`src/sv/jws_pkg.sv`:
```
`timescale 1ns / 1ps
package jws_pkg;

   localparam int MAX_LEN      = 32;
   localparam int PREFIX_LIMIT = 4;

   localparam int LEN_W  = $clog2(MAX_LEN + 1);
   localparam int ADDR_W = $clog2(MAX_LEN);
   localparam int NUM_W  = $clog2(6 * MAX_LEN * MAX_LEN * MAX_LEN + 1);
   localparam int PW     = $clog2(PREFIX_LIMIT + 1);
   localparam int Q_W    = 16;
   localparam int FRAC_W = 15;
   localparam int ONE_Q  = 32768;
   localparam int CNT_W  = $clog2(Q_W);
   localparam int PS_W   = PW + Q_W;
   localparam int PROD_W = PS_W + Q_W;
   localparam int BON_W  = PROD_W - FRAC_W;
   localparam int SUM_W  = BON_W + 1;

   localparam logic [15:0] PREFIX_SCALE_RESET = 16'd6554;
   localparam logic [15:0] RESULT_CAP_RESET   = 16'd32768;

   localparam logic CSR_PREFIX_SCALE = 1'b0;
   localparam logic CSR_RESULT_CAP   = 1'b1;

   typedef struct packed {
      logic       string_select;
      logic [7:0] char_code;
      logic       is_empty;
      logic       last_char;
   } req_type;

   typedef struct packed {
      logic [15:0] similarity;
      logic [5:0]  match_count;
      logic        truncated;
   } rsp_type;

   typedef enum logic [4:0] {
      S_IDLE, S_START, S_M_ROW, S_M_RD, S_M_CMP, S_T_ROW, S_T_SCAN, S_T_CMP,
      S_P_CHK, S_P_CMP, S_A1, S_A2, S_A3, S_DIV, S_B1, S_B2, S_OUT
   } state_type;

   typedef enum logic [4:0] {
      OP_NONE, OP_LOAD, OP_INIT, OP_ZERO_FINISH, OP_ROW_START, OP_ROW_SKIP,
      OP_MATCH_CMP, OP_T_INIT, OP_T_SKIP_I, OP_T_SKIP_K, OP_T_CMP, OP_P_INIT,
      OP_P_CMP, OP_ARITH1, OP_ARITH2, OP_ARITH3, OP_DIV_STEP, OP_BONUS1,
      OP_BONUS2, OP_FINISH
   } op_type;

   typedef struct packed {
      op_type op;
   } cmd_type;

   typedef struct packed {
      logic lengths_zero;
      logic i_done;
      logic row_empty;
      logic hit;
      logic j_last;
      logic m_zero;
      logic fm_i;
      logic k_done;
      logic sm_k;
      logic p_go;
      logic chars_eq;
      logic div_last;
   } status_type;

endpackage

```
`src/sv/jws_ram.sv`:
```
`timescale 1ns / 1ps
module jws_ram #(
   parameter int WIDTH = 8,
   parameter int DEPTH = 32
) (
   input  logic                     clock,
   input  logic                     we,
   input  logic [$clog2(DEPTH)-1:0] waddr,
   input  logic [WIDTH-1:0]         wdata,
   input  logic [$clog2(DEPTH)-1:0] raddr,
   output logic [WIDTH-1:0]         rdata
);

   logic [WIDTH-1:0] mem_ff [DEPTH];
   logic [WIDTH-1:0] rdata_ff;

   always_ff @(posedge clock) begin
      if (we) begin
         mem_ff[waddr] <= wdata;
      end
      rdata_ff <= mem_ff[raddr];
   end

   assign rdata = rdata_ff;

endmodule

```
`src/sv/jws_ctrl.sv`:
```
`timescale 1ns / 1ps
module jws_ctrl
   import jws_pkg::*;
(
   input  logic       clock,
   input  logic       reset,
   input  logic       start,
   input  req_type    req_data,
   input  status_type status,
   output logic       busy,
   output cmd_type    cmd
);

   state_type state_ff, state_in;

   always_ff @(posedge clock) begin
      if (reset) begin
         state_ff <= S_IDLE;
      end else begin
         state_ff <= state_in;
      end
   end

   // next state
   always_comb begin
      state_in = state_ff;
      case (state_ff)
         S_IDLE: begin
            if (start && req_data.string_select &&
                (req_data.is_empty || req_data.last_char)) begin
               state_in = S_START;
            end
         end
         S_START: begin
            state_in = status.lengths_zero ? S_IDLE : S_M_ROW;
         end
         S_M_ROW: begin
            if (status.i_done) begin
               state_in = status.m_zero ? S_IDLE : S_T_ROW;
            end else if (!status.row_empty) begin
               state_in = S_M_RD;
            end
         end
         S_M_RD:  state_in = S_M_CMP;
         S_M_CMP: begin
            state_in = (status.hit || status.j_last) ? S_M_ROW : S_M_RD;
         end
         S_T_ROW: begin
            if (status.i_done) begin
               state_in = S_P_CHK;
            end else if (status.fm_i) begin
               state_in = S_T_SCAN;
            end
         end
         S_T_SCAN: begin
            if (status.k_done) begin
               state_in = S_P_CHK;
            end else if (status.sm_k) begin
               state_in = S_T_CMP;
            end
         end
         S_T_CMP: state_in = S_T_ROW;
         S_P_CHK: state_in = status.p_go ? S_P_CMP : S_A1;
         S_P_CMP: state_in = status.chars_eq ? S_P_CHK : S_A1;
         S_A1:    state_in = S_A2;
         S_A2:    state_in = S_A3;
         S_A3:    state_in = S_DIV;
         S_DIV:   state_in = status.div_last ? S_B1 : S_DIV;
         S_B1:    state_in = S_B2;
         S_B2:    state_in = S_OUT;
         S_OUT:   state_in = S_IDLE;
         default: state_in = S_IDLE;
      endcase
   end

   // commands
   always_comb begin
      cmd.op = OP_NONE;
      busy   = 1'b1;
      case (state_ff)
         S_IDLE: begin
            busy = 1'b0;
            if (start) begin
               cmd.op = OP_LOAD;
            end
         end
         S_START: cmd.op = status.lengths_zero ? OP_ZERO_FINISH : OP_INIT;
         S_M_ROW: begin
            if (status.i_done) begin
               cmd.op = status.m_zero ? OP_ZERO_FINISH : OP_T_INIT;
            end else if (status.row_empty) begin
               cmd.op = OP_ROW_SKIP;
            end else begin
               cmd.op = OP_ROW_START;
            end
         end
         S_M_CMP: cmd.op = OP_MATCH_CMP;
         S_T_ROW: begin
            if (status.i_done) begin
               cmd.op = OP_P_INIT;
            end else if (!status.fm_i) begin
               cmd.op = OP_T_SKIP_I;
            end
         end
         S_T_SCAN: begin
            if (status.k_done) begin
               cmd.op = OP_P_INIT;
            end else if (!status.sm_k) begin
               cmd.op = OP_T_SKIP_K;
            end
         end
         S_T_CMP: cmd.op = OP_T_CMP;
         S_P_CMP: cmd.op = OP_P_CMP;
         S_A1:    cmd.op = OP_ARITH1;
         S_A2:    cmd.op = OP_ARITH2;
         S_A3:    cmd.op = OP_ARITH3;
         S_DIV:   cmd.op = OP_DIV_STEP;
         S_B1:    cmd.op = OP_BONUS1;
         S_B2:    cmd.op = OP_BONUS2;
         S_OUT:   cmd.op = OP_FINISH;
         default: cmd.op = OP_NONE;
      endcase
   end

endmodule

```
`src/sv/jws_datapath.sv`:
```
`timescale 1ns / 1ps
module jws_datapath
   import jws_pkg::*;
(
   input  logic        clock,
   input  logic        reset,
   input  cmd_type     cmd,
   input  req_type     req_data,
   input  logic        csr_we,
   input  logic        csr_index,
   input  logic [15:0] csr_wdata,
   output status_type  status,
   output logic        rsp_valid,
   output rsp_type     rsp_data
);

   localparam logic [LEN_W-1:0] MAXL = LEN_W'(MAX_LEN);

   // control state
   logic [LEN_W-1:0]   len1_ff, len1_in, len2_ff, len2_in;
   logic               ovf_ff, ovf_in, closed_ff, closed_in;
   logic               rsp_valid_ff, rsp_valid_in;
   logic [15:0]        scale_ff, scale_in, cap_ff, cap_in;
   // work registers
   logic [LEN_W-1:0]   i_ff, i_in, j_ff, j_in, m_ff, m_in, c_ff, c_in;
   logic [MAX_LEN-1:0] fm_ff, fm_in, sm_ff, sm_in;
   logic [PW-1:0]      p_ff, p_in;
   logic [NUM_W-1:0]   mm_ff, mm_in, ll_ff, ll_in, lsum_ff, lsum_in, mc2_ff, mc2_in;
   logic [NUM_W-1:0]   t1_ff, t1_in, t2_ff, t2_in, mll_ff, mll_in, den_ff, den_in;
   logic [NUM_W-1:0]   rem_ff, rem_in;
   logic               nbit_ff, nbit_in;
   logic [Q_W-1:0]     q_ff, q_in, diff_ff, diff_in;
   logic [CNT_W-1:0]   cnt_ff, cnt_in;
   logic [PS_W-1:0]    ps_ff, ps_in;
   logic [BON_W-1:0]   bonus_ff, bonus_in;
   rsp_type            rsp_ff, rsp_in;

   // combinational
   logic [LEN_W-1:0]   l1_eff, big, shorter;
   logic [LEN_W:0]     win, lo, hi, i_wide, j_wide;
   logic               we_a, we_b;
   logic [7:0]         rd_a, rd_b;
   logic [NUM_W-1:0]   num;
   logic [NUM_W:0]     rem2;
   logic [PROD_W-1:0]  prod;
   logic [SUM_W-1:0]   sum;

   jws_ram #(.WIDTH(8), .DEPTH(MAX_LEN)) u_first (
      .clock (clock),
      .we    (we_a),
      .waddr (l1_eff[ADDR_W-1:0]),
      .wdata (req_data.char_code),
      .raddr (i_ff[ADDR_W-1:0]),
      .rdata (rd_a)
   );

   jws_ram #(.WIDTH(8), .DEPTH(MAX_LEN)) u_second (
      .clock (clock),
      .we    (we_b),
      .waddr (len2_ff[ADDR_W-1:0]),
      .wdata (req_data.char_code),
      .raddr (j_ff[ADDR_W-1:0]),
      .rdata (rd_b)
   );

   // window and row bounds
   always_comb begin
      l1_eff  = closed_ff ? '0 : len1_ff;
      big     = (len1_ff > len2_ff) ? len1_ff : len2_ff;
      shorter = (len1_ff < len2_ff) ? len1_ff : len2_ff;
      win     = ((big >> 1) >= LEN_W'(1)) ? {1'b0, (big >> 1) - LEN_W'(1)} : '0;
      i_wide  = {1'b0, i_ff};
      j_wide  = {1'b0, j_ff};
      lo      = (i_wide > win) ? i_wide - win : '0;
      hi      = i_wide + win + (LEN_W+1)'(1);
      if (hi > {1'b0, len2_ff}) begin
         hi = {1'b0, len2_ff};
      end
   end

   always_comb begin
      status.lengths_zero = (len1_ff == '0) || (len2_ff == '0);
      status.i_done       = (i_ff >= len1_ff);
      status.row_empty    = (lo >= hi);
      status.chars_eq     = (rd_a == rd_b);
      status.hit          = !sm_ff[j_ff[ADDR_W-1:0]] && status.chars_eq;
      status.j_last       = (j_wide + (LEN_W+1)'(1) >= hi);
      status.m_zero       = (m_ff == '0);
      status.fm_i         = fm_ff[i_ff[ADDR_W-1:0]];
      status.k_done       = (j_ff >= len2_ff);
      status.sm_k         = sm_ff[j_ff[ADDR_W-1:0]];
      status.p_go         = (i_ff < LEN_W'(PREFIX_LIMIT)) && (i_ff < shorter);
      status.div_last     = (cnt_ff == CNT_W'(Q_W - 1));
   end

   always_comb begin
      len1_in = len1_ff;  len2_in = len2_ff;
      ovf_in = ovf_ff;    closed_in = closed_ff;
      rsp_valid_in = 1'b0;
      scale_in = scale_ff; cap_in = cap_ff;
      i_in = i_ff; j_in = j_ff; m_in = m_ff; c_in = c_ff;
      fm_in = fm_ff; sm_in = sm_ff; p_in = p_ff;
      mm_in = mm_ff; ll_in = ll_ff; lsum_in = lsum_ff; mc2_in = mc2_ff;
      t1_in = t1_ff; t2_in = t2_ff; mll_in = mll_ff; den_in = den_ff;
      rem_in = rem_ff; nbit_in = nbit_ff; q_in = q_ff; cnt_in = cnt_ff;
      ps_in = ps_ff; diff_in = diff_ff; bonus_in = bonus_ff;
      rsp_in = rsp_ff;
      we_a = 1'b0; we_b = 1'b0;
      num  = (t1_ff << 1) + t2_ff;
      rem2 = {rem_ff, (cnt_ff == '0) ? nbit_ff : 1'b0};
      prod = PROD_W'(ps_ff) * PROD_W'(diff_ff);
      sum  = SUM_W'(q_ff) + SUM_W'(bonus_ff);

      if (csr_we) begin
         case (csr_index)
            CSR_PREFIX_SCALE: scale_in = csr_wdata;
            CSR_RESULT_CAP:   cap_in   = csr_wdata;
            default: ;
         endcase
      end

      case (cmd.op)
         OP_LOAD: begin
            if (!req_data.string_select) begin
               // a closed first string means this request opens a new pair
               if (closed_ff) begin
                  len2_in = '0;
                  ovf_in  = 1'b0;
               end
               closed_in = req_data.is_empty || req_data.last_char;
               if (req_data.is_empty) begin
                  len1_in = '0;
               end else if (l1_eff < MAXL) begin
                  we_a    = 1'b1;
                  len1_in = l1_eff + LEN_W'(1);
               end else begin
                  len1_in = l1_eff;
                  ovf_in  = 1'b1;
               end
            end else begin
               if (req_data.is_empty) begin
                  len2_in = '0;
               end else if (len2_ff < MAXL) begin
                  we_b    = 1'b1;
                  len2_in = len2_ff + LEN_W'(1);
               end else begin
                  ovf_in = 1'b1;
               end
            end
         end
         OP_INIT: begin
            i_in = '0; m_in = '0; c_in = '0;
            fm_in = '0; sm_in = '0;
         end
         OP_ROW_START: j_in = lo[LEN_W-1:0];
         OP_ROW_SKIP:  i_in = i_ff + LEN_W'(1);
         OP_MATCH_CMP: begin
            if (status.hit) begin
               fm_in[i_ff[ADDR_W-1:0]] = 1'b1;
               sm_in[j_ff[ADDR_W-1:0]] = 1'b1;
               m_in = m_ff + LEN_W'(1);
               i_in = i_ff + LEN_W'(1);
            end else begin
               j_in = j_ff + LEN_W'(1);
               if (status.j_last) begin
                  i_in = i_ff + LEN_W'(1);
               end
            end
         end
         OP_T_INIT, OP_P_INIT: begin
            i_in = '0; j_in = '0;
         end
         OP_T_SKIP_I: i_in = i_ff + LEN_W'(1);
         OP_T_SKIP_K: j_in = j_ff + LEN_W'(1);
         OP_T_CMP: begin
            if (!status.chars_eq) begin
               c_in = c_ff + LEN_W'(1);
            end
            i_in = i_ff + LEN_W'(1);
            j_in = j_ff + LEN_W'(1);
         end
         OP_P_CMP: begin
            if (status.chars_eq) begin
               i_in = i_ff + LEN_W'(1);
               j_in = j_ff + LEN_W'(1);
            end
         end
         OP_ARITH1: begin
            p_in    = i_ff[PW-1:0];
            mm_in   = NUM_W'(m_ff) * NUM_W'(m_ff);
            ll_in   = NUM_W'(len1_ff) * NUM_W'(len2_ff);
            lsum_in = NUM_W'(len1_ff) + NUM_W'(len2_ff);
            mc2_in  = (NUM_W'(m_ff) << 1) - NUM_W'(c_ff);
         end
         OP_ARITH2: begin
            t1_in  = mm_ff * lsum_ff;
            t2_in  = mc2_ff * ll_ff;
            mll_in = NUM_W'(m_ff) * ll_ff;
         end
         OP_ARITH3: begin
            // quotient fits Q_W bits, so the top of num<<15 seeds the remainder
            den_in  = (mll_ff << 2) + (mll_ff << 1);
            rem_in  = num >> 1;
            nbit_in = num[0];
            q_in    = '0;
            cnt_in  = '0;
         end
         OP_DIV_STEP: begin
            if (rem2 >= {1'b0, den_ff}) begin
               rem_in = NUM_W'(rem2 - {1'b0, den_ff});
               q_in   = {q_ff[Q_W-2:0], 1'b1};
            end else begin
               rem_in = NUM_W'(rem2);
               q_in   = {q_ff[Q_W-2:0], 1'b0};
            end
            cnt_in = cnt_ff + CNT_W'(1);
         end
         OP_BONUS1: begin
            ps_in   = PS_W'(p_ff) * PS_W'(scale_ff);
            diff_in = Q_W'((Q_W+1)'(ONE_Q) - {1'b0, q_ff});
         end
         OP_BONUS2: bonus_in = BON_W'(prod >> FRAC_W);
         OP_FINISH: begin
            rsp_in.similarity  = (sum > SUM_W'(cap_ff)) ? cap_ff : sum[15:0];
            rsp_in.match_count = 6'(m_ff);
            rsp_in.truncated   = ovf_ff;
            rsp_valid_in = 1'b1;
            len1_in = '0; len2_in = '0; ovf_in = 1'b0; closed_in = 1'b0;
         end
         OP_ZERO_FINISH: begin
            rsp_in.similarity  = '0;
            rsp_in.match_count = '0;
            rsp_in.truncated   = ovf_ff;
            rsp_valid_in = 1'b1;
            len1_in = '0; len2_in = '0; ovf_in = 1'b0; closed_in = 1'b0;
         end
         default: ;
      endcase
   end

   always_ff @(posedge clock) begin
      if (reset) begin
         len1_ff      <= '0;
         len2_ff      <= '0;
         ovf_ff       <= 1'b0;
         closed_ff    <= 1'b0;
         rsp_valid_ff <= 1'b0;
         scale_ff     <= PREFIX_SCALE_RESET;
         cap_ff       <= RESULT_CAP_RESET;
      end else begin
         len1_ff      <= len1_in;
         len2_ff      <= len2_in;
         ovf_ff       <= ovf_in;
         closed_ff    <= closed_in;
         rsp_valid_ff <= rsp_valid_in;
         scale_ff     <= scale_in;
         cap_ff       <= cap_in;
      end
   end

   always_ff @(posedge clock) begin
      i_ff <= i_in;  j_ff <= j_in;  m_ff <= m_in;  c_ff <= c_in;
      fm_ff <= fm_in; sm_ff <= sm_in; p_ff <= p_in;
      mm_ff <= mm_in; ll_ff <= ll_in; lsum_ff <= lsum_in; mc2_ff <= mc2_in;
      t1_ff <= t1_in; t2_ff <= t2_in; mll_ff <= mll_in; den_ff <= den_in;
      rem_ff <= rem_in; nbit_ff <= nbit_in; q_ff <= q_in; cnt_ff <= cnt_in;
      ps_ff <= ps_in; diff_ff <= diff_in; bonus_ff <= bonus_in;
      rsp_ff <= rsp_in;
   end

   assign rsp_valid = rsp_valid_ff;
   assign rsp_data  = rsp_ff;

endmodule

```
`src/sv/jaro_winkler_similarity_core.sv`:
```
`timescale 1ns / 1ps
// Jaro-Winkler similarity engine, Q1.15 result.
// Request channel: software sends one character per request (req_data) with
// start; a request is taken on a clock edge where start is high and busy low.
// The first string (string_select 0) comes first, then the second; each ends
// with last_char or is_empty. Characters past MAX_LEN are dropped and flagged.
// Loading takes one character per cycle, back to back, busy stays low.
// The request closing the second string starts the compare and raises busy.
// Compare steps, in order: a greedy match walk over the rows, where each
// window position tried is a RAM read then a compare; the transposition
// scan; the prefix compare; the products; a divider giving one quotient bit
// per cycle; then bonus and cap. The match walk over the two character RAMs
// takes most of the time; an empty string skips the compare altogether.
// Response: rsp_valid pulses one cycle with rsp_data; there is no back
// pressure, the receiver must take it. busy falls in the same cycle.
// csr_we/csr_index/csr_wdata write prefix_scale (0) and result_cap (1); the
// user must write them only while idle, the core does not enforce it.
// Reset (synchronous) restores both registers and empties the pair; the
// character RAMs need no clearing.
module jaro_winkler_similarity_core
   import jws_pkg::*;
(
   input  logic        clock,
   input  logic        reset,
   input  logic        start,
   output logic        busy,
   input  req_type     req_data,
   output logic        rsp_valid,
   output rsp_type     rsp_data,
   input  logic        csr_we,
   input  logic        csr_index,
   input  logic [15:0] csr_wdata
);

   cmd_type    cmd;
   status_type status;

   // sequencer: match walk, transposition scan, prefix, arithmetic
   jws_ctrl u_ctrl (
      .clock    (clock),
      .reset    (reset),
      .start    (start),
      .req_data (req_data),
      .status   (status),
      .busy     (busy),
      .cmd      (cmd)
   );

   // character RAMs, match flags, counters, divider and response register
   jws_datapath u_datapath (
      .clock     (clock),
      .reset     (reset),
      .cmd       (cmd),
      .req_data  (req_data),
      .csr_we    (csr_we),
      .csr_index (csr_index),
      .csr_wdata (csr_wdata),
      .status    (status),
      .rsp_valid (rsp_valid),
      .rsp_data  (rsp_data)
   );

endmodule
```
`config.mk`:
```
export PLATFORM = sky130hd
export DESIGN_NAME = jaro_winkler_similarity_core
export DESIGN_NICKNAME = d
export VERILOG_FILES = /design/src/sv/jws_pkg.sv /design/src/sv/jws_ram.sv /design/src/sv/jws_ctrl.sv /design/src/sv/jws_datapath.sv /design/src/sv/jaro_winkler_similarity_core.sv
export SDC_FILE = /design/constraint.sdc
export NUM_CORES = 2
export LEC_CHECK = 0
export ABC_AREA = 1
export BUFFER_PORTS_ARGS = -buffer_cell sky130_fd_sc_hd__buf_2
export CORE_MARGIN = 1.5
export CORE_UTILIZATION = 61
export CTS_CLUSTER_SIZE = 30
export DETAILED_ROUTE_END_ITERATION = 6
export GPL_TIMING_DRIVEN = 0
export PLACE_DENSITY = 0.87
export SYNTH_ARGS = -nofsm -noshare
export SYNTH_HDL_FRONTEND = slang
export SYNTH_SLANG_ARGS = --single-unit
```
`constraint.sdc`:
```
create_clock -name clock -period 13 [get_ports clock]
set_clock_uncertainty 0.1 [all_clocks]
set_input_delay 0.65 -clock clock [delete_from_list [all_inputs] [get_ports clock]]
set_output_delay 0.65 -clock clock [all_outputs]
set_load 0.01 [all_outputs]
```
== Yosys cells after proc, flatten, opt, wreduce, memory -nomap -nowiden ==
Memory sizes are Yosys's and may differ from the RTL's. A register that Yosys moved wholly into a read port is not among the register bits.
Cells that the tools add are included.

* Flip-flop bits (word level): 390
* RAM bits: 512
* Input port bits: 32
* Output and inout port bits: 25
* Logic and storage cells: 264
* Memories kept: 2

* $add $sub $neg: 19
* Multipliers: 7
* $lt $le $gt $ge: 19
* Eq/ne operators: 51
* Multiplexer cells: 93
* Bitwise operators: 3
* Reduce and logical (&&, ||, !) cells: 37

{| class="wikitable"
|+ Memory list
! memory !! words !! bits a word !! read ports !! clocked after Yosys merged registers in !! write ports !! line !! text
|-
| u_datapath.u_first.mem_ff || 32 || 8 || 1 || 1 || 1 || jws_ram.sv:14 || <nowiki>logic [WIDTH-1:0] mem_ff [DEPTH];</nowiki>
|-
| u_datapath.u_second.mem_ff || 32 || 8 || 1 || 1 || 1 || jws_ram.sv:14 ||
|}

{| class="wikitable"
|+ Operators with widths
! operator !! count
|-
| 32-bit one-hot mux with 2 select lines || 2
|-
| 6-bit 2-to-1 mux || 18
|-
| 5-bit by 4-bit == test with 1-bit output (second input constant) || 16
|-
| 5-bit one-hot mux with 16 select lines || 1
|-
| 5-bit one-hot mux with 15 select lines || 1
|-
| 32-bit 2-to-1 mux || 2
|-
| 32-bit bitwise OR || 2
|-
| 5-bit 2-to-1 mux || 10
|-
| 6-bit one-hot mux with 2 select lines || 4
|-
| 23-bit one-hot mux with 2 select lines || 1
|-
| 5-bit by 3-bit == test with 1-bit output (second input constant) || 8
|-
| 18-bit adder || 2
|-
| 6-bit by 1-bit adder with 6-bit output (second input constant) || 6
|-
| 18-bit one-hot mux with 2 select lines || 1
|-
| 19-bit by 16-bit multiplier with 35-bit output || 1
|-
| 16-bit one-hot mux with 2 select lines || 1
|-
| 1-bit 2-to-1 mux || 31
|-
| 6-bit one-hot mux with 5 select lines || 1
|-
| 5-bit == test (second input constant) || 5
|-
| 6-bit by 6-bit multiplier with 12-bit output || 2
|-
| 6-bit one-hot mux with 4 select lines || 1
|-
| 16-bit by 20-bit adder with 21-bit output || 1
|-
| 21-bit by 16-bit > comparator with 1-bit output || 1
|-
| 5-bit by 2-bit == test with 1-bit output (second input constant) || 4
|-
| 58 further kinds || 107
|}

== Longest topological paths before layout ==
* Depth after elaboration: 16
* Depth in mapped cells: 45
* Depth with buffers taken out: 42

== Hierarchy ==
From an unflattened synthesis, not the netlist that was laid out.

* Cell total of the unflattened synthesis: 7,156
* Area total of the unflattened synthesis: 64,413.0 sq um

{| class="wikitable"
|+ Modules (own cells, without submodules)
! module !! instances !! cells an instance !! area an instance (sq um) !! seq. area each (sq um)
|-
| jws_datapath || 1 || 5,183 || 42,135.4 || 10,400.0
|-
| jws_ram at u_datapath.u_first || 1 || 922 || 10,787.8 || 7,847.5
|-
| jws_ram at u_datapath.u_second || 1 || 922 || 10,786.6 || 7,847.5
|-
| jws_ctrl || 1 || 129 || 703.2 || 100.1
|}

== Least setup slack after synthesis ==
Ideal clock, no wire load.

* Kind: flip-flop to flip-flop
* From: register u_datapath.len2_ff[3]
* To: register u_datapath.rsp_ff, in the netlist u_datapath.rsp_data[10] (data pin)
* Setup time: 0.253 ns
* Data arrival time: 6.470 ns
* Data required time: 12.647 ns
* Slack: 6.177 ns
* Stages on the path, launching flop included: 38
* Buffers on the path: 3
* Period minus slack after synthesis: 6.823 ns
* Cell sequence: dfxtp_1 -> clkbuf_1 -> clkinv_1 -> ha_1 -> inv_1 -> nor3_1 -> nand2_1 -> nand3_1 -> nand2_1 -> o21ai_0 -> nor2_1 -> o21ai_0 -> ha_1 -> o31ai_1 -> a21oi_1 -> o21ai_0 -> xor2_1 -> ha_1 -> [... 2 more ...] -> o21ai_0 -> nand2_1 -> clkbuf_1 -> nand2_1 -> o21ai_0 -> ha_1 -> nand2_1 -> nor2_1 -> nand4_1 -> nand3_1 -> nand2_1 -> nand4_1 -> nand2_2 -> nor2_8 -> nand2_4 -> buf_6 -> nand2_1 -> nor2_1

* Word-level cells in the longest chain between the ends: 14
* Elaborated cells between the ends (all ways): 24
* Those cells by class: add/sub (4); order compare (6); eq/ne (2); mux (10); reduce/logical (2)

{| class="wikitable"
|+ Ends and longest elaborated chain
! item !! line !! text
|-
| from (decl) || jws_datapath.sv:20 || <nowiki>logic [LEN_W-1:0] len1_ff, len1_in, len2_ff, len2_in;</nowiki>
|-
| from (signal assigned) || jws_datapath.sv:252 || <nowiki>len2_ff <= len2_in;</nowiki>
|-
| 6-bit > comparator || jws_datapath.sv:69 || <nowiki>big = (len1_ff > len2_ff) ? len1_ff : len2_ff;</nowiki>
|-
| 6-bit 2-to-1 mux || jws_datapath.sv:69 ||
|-
| 5-bit by 1-bit subtractor with 6-bit output or 5-bit by 1-bit greater-or-equal comparator with 1-bit output (tied branches) || jws_datapath.sv:71 || <nowiki>win = ((big >> 1) >= LEN_W'(1)) ? {1'b0, (big >> 1) - LEN_W'(1)} : '0;</nowiki>
|-
| 6-bit 2-to-1 mux || jws_datapath.sv:71 ||
|-
| 6-bit by 7-bit adder with 7-bit output || jws_datapath.sv:75 || <nowiki>hi = i_wide + win + (LEN_W+1)'(1);</nowiki>
|-
| 7-bit by 1-bit adder with 7-bit output || jws_datapath.sv:75 ||
|-
| 7-bit by 6-bit > comparator with 1-bit output || jws_datapath.sv:76 || <nowiki>if (hi > {1'b0, len2_ff}) begin</nowiki>
|-
| 7-bit 2-to-1 mux || jws_datapath.sv:76 ||
|-
| 7-bit greater-or-equal comparator || jws_datapath.sv:84 || <nowiki>status.row_empty = (lo >= hi);</nowiki>
|-
| 1-bit 2-to-1 mux || jws_ctrl.sv:91 || <nowiki>end else if (status.row_empty) begin</nowiki>
|-
| 5-bit 2-to-1 mux || jws_ctrl.sv:89 || <nowiki>if (status.i_done) begin</nowiki>
|-
| 5-bit one-hot mux with 15 select lines (*) || jws_ctrl.sv:80 || <nowiki>case (state_ff)</nowiki>
|-
| 5-bit by 2-bit == test with 1-bit output or 5-bit == test (tied branches) || jws_datapath.sv:122 || <nowiki>case (cmd.op)</nowiki>
|-
| 23-bit one-hot mux with 2 select lines (*) || jws_datapath.sv:122 ||
|-
| to (signal assigned) || jws_datapath.sv:268 || <nowiki>rsp_ff <= rsp_in;</nowiki>
|-
| to (decl) || jws_datapath.sv:36 || <nowiki>rsp_type rsp_ff, rsp_in;</nowiki>
|}

Mark *: on every way between the ends. The rest lies on a longest branch, timed or not. The select of a mux whose other input is x is not followed.
A chain may end at the register's enable or synchronous reset.

== Final worst setup path ==
* From: register u_datapath.len2_ff[3]
* To: register u_datapath.rsp_ff, in the netlist u_datapath.rsp_data[1] (data pin)

Same word-level chain as after synthesis.

==> flow_summary_export.csv <==
group,metric,value,unit
sta,tightest_slew,1.40,ns
global_routing,grt_use_total,32.0,%
sta,finalSetupTns,0,ns
worst_hold_path,hold_depth,3,
sta,finalHoldViolations,0,
yosys,syn_area_per_cell,9.46,um^2
sta,finalCriticalPeriod,9.27,ns
routing,wirelength,165000,um
die,die_w,322,um
setup_path,crit_path_end_kind,"flop",
worst_hold_path,hp-start,"csr_wdata[1]",
pwr,power,6640,uW
yosys,ys_seq_area_share,42.1,%
yosys,synth_ff_type,"edfxtp_1",
sta,rsz0062_at_grt,"no",
die,core,0.101,mm^2
worst_hold_path,min_path_type,"primary input to flop",
yosys,synth_area_leaders,"edfxtp_1, fa_1, ha_1",
pwr,seq_power_share,48.0,%
yosys,synthMostInstantiatedCell,"nand2_1",
setup_path,crit_family,"simple AND/OR/NAND/NOR gates",
clocking,clkTransAtPathRegs,0.06,ns
setup_path,crit_buf_inv,5,
yosys,synth_edf_count,827,
finish,final_net_count,7658,
placed_design,place_ws,4.00,ns
finish,fillers,7229,
placed_design,port_buffers,56,
status,run_status,"finished clean",
sta,post-route-period-util,71.3,%
finish,seqCellArea,0.0262,mm^2
pwr,p_leak,0.0303,uW
clocking,cts_buffers,86,
yosys,synth_top_area_share,39.9,%
yosys,syn-cell-area,0.0622,mm^2
global_routing,grt_pass1_vias,49300,
pwr,internal_power,4880,uW
global_routing,antenna_found_initial,2,
clocking,cts-hold-fix-buffers,0,
clocking,cts-htree-levels,3,
pwr,power_frac_comb,13.0,%
die,die_h,322,um
setup_path,r2r-start,"u_datapath.len2_ff[3]",
die,fp-row-count,116,
pwr,p_switching,1760,uW
global_routing,grt_max_degree,65,
placed_design,dpl.hpwl,119000,um
sta,setup_slack,3.73,ns
placed_design,gp_congestion,0.989,
routing,wl_per_cell,20.2,um
pwr,powerDensity,98.6,mW/mm^2
pwr,clock_power_share,38.9,%
routing,via_per_inst,5.95,
setup_path,r2r_slack,3.73,ns
setup_path,r2r_end,"u_datapath.rsp_data[1]",
yosys,async_flop_share,0,%
placed_design,placed_cells,8004,
setup_path,cp_max_fo,30,
routing,wl_met1,59100,um
routing,top_layer,"met5",
sta,slew_viol_final,0,
routing,wl_met3,19200,um
yosys,ys_ff_latch,895,
sta,fmaxAchievable,0.108,GHz
run,max_cap_viol_count,0,
finish,diodes,0,
setup_path,critPathLaunchType,"flop",
clocking,post_cts_resized,0,
sta,finalSetupViolations,0,
setup_path,r2r_cells,36,
clocking,clk_latency,0.72,ns
routing,vias,48600,
routing,drt_pass1_iterations,6,
routing,wl_met2,77900,um
finish,multi_input_area,0.0308,mm^2
clocking,cts.sinks,895,
clocking,cts_tree,"built",
pwr,irDropWorstVdd,0.150,mV
die,die_area,0.104,mm^2
yosys,synth_largest_area_cell,"edfxtp_1",
finish,syn_to_final_growth,8.12,%
die,initial_core_util,61.9,%
yosys,ys_top_cells_by_count,"nand2_1, inv_1, edfxtp_1",
pwr,swShare,26.5,%
die,ioPinCount,57,
finish,fin_cells,8164,
yosys,syn_inst,6581,
yosys,synth_cell_types,59,
setup_path,crit_type,"flop to flop",
routing,drtIter0Drc,5435,
setup_path,worst_path_max_delay_cell,"o21ai_0",
global_routing,gr-total-overflow,0,
worst_hold_path,holdPathEnd,"u_datapath.scale_ff[1]",
global_routing,grt_pass1_wl,259000,um
setup_path,cpPeakStageDelay,0.68,ns
clocking,cts_buffer_depth,3,
finish,fin_util,66.9,%
sta,max_slew_margin,6.67,%
routing,ant_nets,0,
setup_path,crit_cells,36,
finish,drive_above_1_share,4.17,%
yosys,ys_warn_count,0,
clocking,cts_setup_buffers,0,
routing,drc,0,
setup_path,worstPathRequired,13.31,ns
clocking,clock-root-buffer,"clkbuf_16",
setup_path,cp.arrival,9.58,ns
-- worst register-to-register path: cells and delay by family, from the launching register on --
family	cells	cell delay, ns
DFF	1	0.34
adders and majority gates	4	1.53
buffers and inverters	5	1.56
and+or+nand+nor	17	2.89
AOI/OAI and AO/OA	9	2.36
xor gates and xnor gates	1	0.22
-- sequential cells by signal, indices dropped and copies added, names as in the netlist, 17 cells and up --
register,cells
u_datapath.u_second.mem_ff,256
u_datapath.den_ff,17
u_datapath.t2_ff,18
u_datapath.rem_ff,18
u_datapath.ps_ff,19
u_datapath.sm_ff,32
u_datapath.bonus_ff,20
u_datapath.fm_ff,32
u_datapath.rsp_data,23
u_datapath.mll_ff,17
u_datapath.t1_ff,17
u_datapath.u_first.mem_ff,256
-- power by group through the flow --
stage               combinational, uW  sequential, uW  clock (uW)
finish                            865            3190        2580
global route                      968            3190        2680
CTS                               849            3190        2570
detailed placement                840            3250           0
global placement                  810            3250           0
floorplan                         592            3250           0
-- per-layer routing --
| layer | global-route usage [%] | vias up |
|---|---|---|
| met5 | 0 | - |
| met4 | 16.3 | 4 |
| met3 | 7.70 | 669 |
| met2 | 53.0 | 3084 |
| met1 | 39.2 | 23200 |
| li1 | - | 21600 |
-- kinds of logic (layout without fill, tap and decap cells) --
logic type                 count (synthesis)  count (layout)  synth area share, %
buffers and inverters                   1412            1635                 8.60
other                                      2               5               0.0121
xor gates and xnor gates                 201             201                 2.83
AOI/OAI and AO/OA                       1013            1013                 9.20
adders and majority gates                891             891                 23.4
DFF                                      895             895                 42.1
and+or+nand+nor                         2167            2167                 13.9
-- per-stage QoR --
step | area (um^2) | hold WS (ns)
finish | 67300 | 0.120
detailed placement | 64400 | 0.317
global route | 67300 | 0.112
floorplan | 62300 | 0.300
CTS | 67300 | 0.0931
global placement | 64200 | 0.302
-- worst max-delay path by stage --
stage | from | to | slack (ns)
after global routing | u_datapath.len2_ff[3] | u_datapath.rsp_data[1] | 2.92
after floorplan | u_datapath.len2_ff[3] | u_datapath.rsp_data[10] | 6.18
after CTS | u_datapath.len2_ff[3] | u_datapath.rsp_data[1] | 3.91
final | u_datapath.len2_ff[3] | u_datapath.rsp_data[1] | 3.73
after detailed placement | u_datapath.len2_ff[3] | u_datapath.rsp_data[3] | 4.00
after global placement | u_datapath.len2_ff[3] | u_datapath.rsp_data[6] | 4.21
-- layout by cell type, fill, tap and decap left out, types with 38 or more instances in the layout --
master / count
nand2_1: 1289
inv_1: 1106
edfxtp_1: 827
nor2_1: 613
fa_1: 454
ha_1: 437
o21ai_0: 418
a21oi_1: 309
clkbuf_1: 248
xor2_1: 148
nand3_1: 146
o22ai_1: 128
clkbuf_16: 87
buf_2: 74
dfxtp_1: 68
xnor2_1: 53
nor3_1: 38
-- final cells by class --
type | count | share of cell area, %
clock inverters | 50 | 0.859
flip-flops and latches | 895 | 38.9
inverters | 1131 | 6.31
multi-input cells | 4277 | 45.7
clock buffers | 110 | 3.43
plain buffers | 281 | 1.65
well taps | 1357 | 2.52
repair buffers | 63 | 0.621
Power figures use the tool's default switching activity.
